File: config.mk
export PLATFORM = sky130hd
export DESIGN_NAME = rmit_ram
export DESIGN_NICKNAME = d
export VERILOG_FILES = /design/src/rtl/rmit_ram.sv
export SDC_FILE = /design/constraint.sdc
export NUM_CORES = 2
export LEC_CHECK = 0
export ABC_AREA = 1
export BUFFER_PORTS_ARGS = -buffer_cell sky130_fd_sc_hd__buf_2
export CAP_MARGIN = 15
export CELL_PAD_IN_SITES_DETAIL_PLACEMENT = 0
export CELL_PAD_IN_SITES_GLOBAL_PLACEMENT = 1
export CORE_MARGIN = 2
export CORE_UTILIZATION = 48
export CTS_BUF_LIST = sky130_fd_sc_hd__clkbuf_8
export CTS_CLUSTER_DIAMETER = 80
export DETAILED_ROUTE_END_ITERATION = 10
export MAX_ROUTING_LAYER = met4
export PLACE_DENSITY_LB_ADDON = 0.15
export SYNTH_ARGS = -nofsm -noshare
export SYNTH_HDL_FRONTEND = slang
export SYNTH_SLANG_ARGS = --single-unit
File: constraint.sdc
create_clock -name clk -period 2.6 [get_ports clk]
set_input_delay 0.78 -clock clk [delete_from_list [all_inputs] [get_ports clk]]
set_output_delay 0.78 -clock clk [all_outputs]
set_load 0.02 [all_outputs]
File: src/rtl/rmit_ram.sv
// Generic single-port synchronous RAM with registered read data.
// Standalone; holds the element values and the tree node indices.
`timescale 1ns / 1ps

module rmit_ram #(
	parameter int WIDTH = 8,
	parameter int DEPTH = 256
) (
	input  logic                     clk,
	input  logic                     we,
	input  logic [$clog2(DEPTH)-1:0] addr,
	input  logic [WIDTH-1:0]         wdata,
	output logic [WIDTH-1:0]         rdata
);

	logic [WIDTH-1:0] mem [DEPTH];

	always_ff @(posedge clk) begin
		if (we) begin
			mem[addr] <= wdata;
		end
		rdata <= mem[addr];
	end

endmodule

## After elaboration in Yosys (flattened, before gate mapping)

Memories as Yosys holds them, arrays and structs flattened. A register that Yosys moved wholly into a read port is not among the register bits.
Index checks and enable logic that the tools add are counted.

| cells by class | value |
|---|---|
| add/subtract/negate cells | 0 |
| multipliers | 0 |
| divide/modulo/power cells | 0 |
| magnitude comparators | 0 |
| eq/ne operators | 0 |
| shifts and indexed selects | 0 |
| muxes and demuxes | 2 |
| bitwise operators | 0 |
| reduce and logical (&&, ||, !) cells | 0 |

Operator list:

| operator | count |
|---|---|
| $mux 1 | 2 |

| storage, ports and cells | value |
|---|---|
| register bits | 0 |
| bits in latches | 0 |
| bits in writable memories | 2,048 |
| bits in read-only memories | 0 |
| bits of input ports | 18 |
| output and inout port bits | 8 |
| word-level logic and storage cells | 3 |
| memories | 1 |

Memories:

| name | depth | width | read ports | clocked after memory_dff | write ports | line | RTL |
|---|---|---|---|---|---|---|---|
| mem | 256 | 8 | 1 | 1 | 1 | 16 | `logic [WIDTH-1:0] mem [DEPTH];` |

## Depth between registers and ports, before layout

| depth | value |
|---|---|
| word-level depth | 2 |
| depth in mapped cells | 15 |
| depth with buffers taken out | 13 |

## Worst setup path before layout

OpenSTA, ideal clock, no wires.

| timing | value |
|---|---|
| path type | input to register |
| start point | in addr[1] |
| end point | mem mem[234][0] (enable) |
| library setup time | 370 ps |
| data arrival time | 2,250 ps |
| required time | 2,230 ps |
| slack | -20 ps |
| stages on the path | 10 |
| path buffers | 4 |
| cell sequence | buf_4 -> inv_4 -> nor2_8 -> buf_4 -> buf_4 -> inv_2 -> nor2_1 -> nand2_1 -> clkbuf_1 -> nor2_1 |

RTL lines:

| what | line | RTL |
|---|---|---|
| start, declared | 11 | `input logic [$clog2(DEPTH)-1:0] addr,` |
| end, declared | 16 |  |

No word-level cell before the write port.

==> impl_metrics.py <==
metrics = {
    "route": {
        "viasPerCell": 5.201,
        "via_count": 58760,
        "drt_iter0_drc": 5412,
        "dr.pass1.iters": 5,
        "wl_per_cell_um": 22.19,
        "post-route-drc-count": 0,
        "drt-total-wl_um": 250700,
        "detail-route-antenna-nets": 0,
    },
    "clock_tree": {
        "cts_root_buf": "clkbuf_8",
        "cts_tree": "yes",
        "clockBufferDepth": 4,
        "postCtsSetupBuffers": 0,
        "cts.htree.levels": 5,
        "clock-sinks": 2056,
        "cts_buffers": 354,
        "path_clk_slew_ps": 50,
        "clock_latency_ps": 1040,
    },
    "setup_path": {
        "start_kind": "primary input",
        "cp_max_fo": 42,
        "cp.arrival_ps": 3380,
        "critPathKind": "primary input to register",
        "cp_data_required_time_ps": 3500,
        "end_kind": "register",
    },
    "power_and_ir_drop": {
        "p_leak_nw": 40.95,
        "peakVddDrop_uv": 591.4,
        "power-per-cell-area_nw_per_um2": 682.9,
        "power.total_mw": 68.00,
    },
    "layout": {
        "nets": 8722,
        "ff_latch_area_um2": 61660,
        "design_area_um2": 99580,
        "drive_above_1_share": 0.1340,
        "fillers": 15170,
        "syn_to_final_growth_pct": 17.35,
        "multi_input_area_um2": 21290,
    },
    "flow_run": {
        "cap_violations": 0,
    },
    "global_route": {
        "antenna_found_initial": 9,
        "grt_pass1_wl_um": 369600,
        "first_global_vias": 57460,
        "grt.total_usage": 0.2871,
        "grt_max_degree": 89,
        "gr-total-overflow": 0,
    },
    "synth": {
        "ys_ff_latch": 2056,
        "yosysSeqAreaShare": 0.7266,
        "netlist_instances": 8021,
        "avgSynthCellArea_um2": 10.58,
        "syn-num-nets": 8039,
        "synth.cell_area_um2": 84860,
        "ys_types": 18,
        "yosysWarnings": 0,
    },
    "timing": {
        "fin_crit_sh": 0.9532,
        "timing.fmax_ghz": 0.4035,
        "worst_pin_slew_ps": 927.6,
        "rsz0062_at_grt": "false",
        "slew_viol_final": 0,
        "setup_violations": 0,
        "relSlewSlack": 0.3793,
        "finalHoldViolCount": 0,
        "worst_clock_skew_ps": 44.41,
        "period_needed_ps": 2478,
        "fin_hold_ws_ps": 104.4,
    },
    "placed_design": {
        "placed_area_um2": 93290,
        "hpwl_um": 158100,
        "gp_congestion": 0.8839,
        "portBuffers": 25,
    },
    "status": {
        "outcome": "complete, no violations",
    },
    "die": {
        "io_pins": 26,
        "initial_core_util": 0.4824,
        "core_um2": 175900,
        "rows": 154,
        "die_width_um": 424.5,
        "design.die.area_um2": 180200,
        "die_h_um": 424.5,
    },
    "worst_hold_path": {
        "min_path_type": "primary input to register",
    },
}
## per-layer routing
metal / up-vias / GRT usage / part of all wire
li1: 27770 / - / -
met1: 28580 / 0.3867 / 0.43
met2: 1982 / 0.4502 / 0.47
met3: 436 / 0.04242 / 0.066
met4: 0 / 0.09514 / 0.032
met5: - / - / 0
## state kept, by name, summed over array words and instances, names as in the netlist
signal,count
mem,2048
rdata,8
## metrics by stage
step	worst slack [ps]	TNS [ps]	cells	util
floorplan	-20.27	-9122	8021	-
global placement	-926.3	-375500	10690	0.5303
detailed placement	-891.5	-403610	10690	0.5303
CTS	27.16	0	11290	0.5660
global route	48.84	0	11300	0.5660
finish	121.6	0	11300	0.5660
## what timing repair did
action / 4_1_cts / 5_1_grt
hold endpoints to repair: 5 / 0
hold buffers: 1 / 0
endpoints found under the setup margin: 1 / 0
gates resized for setup: 1 / 0
## final timing paths
check / from / endpoint / slack, ps / cells past startpoint
worst min register to register: mem[203][3]$_DFFE_PP_ / rdata[3]$_DFF_P_ / 970 / 10
worst max-delay path: addr[0] / rdata[6]$_DFF_P_ / 120 / 17
worst max register to register: mem[4][6]$_DFFE_PP_ / rdata[6]$_DFF_P_ / 380 / 12
worst min-delay path: wdata[7] / mem[240][7]$_DFFE_PP_ / 100 / 1
## cells in the mapped netlist
library cell,count,share of area
nand2_1,4770,0.21
nand3_1,188,0.011
clkbuf_1,170,0.0075
o21ai_0,41,0.0024
o21ai_1,119,0.0070
inv_1,31,0.0014
buf_6,7,0.00093
dfxtp_1,8,0.0019
inv_2,2,0.000089
nor2_8,1,0.00024
inv_4,2,0.00015
edfxtp_1,2048,0.72
a21oi_1,32,0.0019
buf_2,182,0.011
buf_4,6,0.00053
nand2_4,1,0.00013
nor2_1,361,0.016
buf_1,52,0.0023
## logic make-up (layout without fill, tap and decap cells)
| kind of cell | Yosys count | count (layout) | synth area share |
|---|---|---|---|
| AOI/OAI and AO/OA | 192 | 192 | 0.01132 |
| and+or+nand+nor | 5321 | 5321 | 0.2384 |
| DFF | 2056 | 2056 | 0.7266 |
| buffers and inverters | 452 | 1383 | 0.02362 |
| other | 0 | 5 | 0 |
## cell type report
| type | count | share of cell area |
|---|---|---|
| tap | 2340 | 0.02940 |
| antenna | 5 | 0.0001257 |
| inverter | 35 | 0.001659 |
| sequential | 2056 | 0.6192 |
| clock buffer | 362 | 0.05003 |
| timing repair buffer | 744 | 0.07295 |
| multi-input combinational | 5513 | 0.2138 |
| clock inverter | 242 | 0.01284 |
## worst max-delay path: stages
cell and delay (ps):
buf_8 160, inv_8 90, buf_4 240, buf_12 240
buf_4 180, nand2_1 60, nand2_1 50, nand2_1 60
nand2_1 60, nand2_1 60, nand2_1 70, o21ai_1 150
nand2_1 210, nor2_1 160, nor2_1 90, nor2_1 520
nand2_1 110
## where the power goes
part           leakage, nW  switching (mW)  internal, mW
clock                 3.58            12.8          13.9
combinational         18.9            3.32          1.33
sequential            18.5          0.0426          36.5
total                 41.0            16.2          51.8
## layout by cell type, fill, tap and decap left out, types with 2 or more instances in the layout
cell           n
nand2_1     4755
clkinv_2      40
inv_4          2
bufinv_16     11
buf_12       131
a21oi_1       32
clkbuf_8     362
o21ai_0       41
inv_6          2
o21ai_1      119
clkinv_1      83
inv_1        129
diode_2        5
nand3_1      188
buf_4        587
nand2_2       15
nor2_1       349
clkinvlp_4     7
dfxtp_1        7
buf_8         10
nor2_2         7
edfxtp_1    2048
nor2_4         5
buf_2         15
Note: power is estimated with default switching activity, not from simulation.
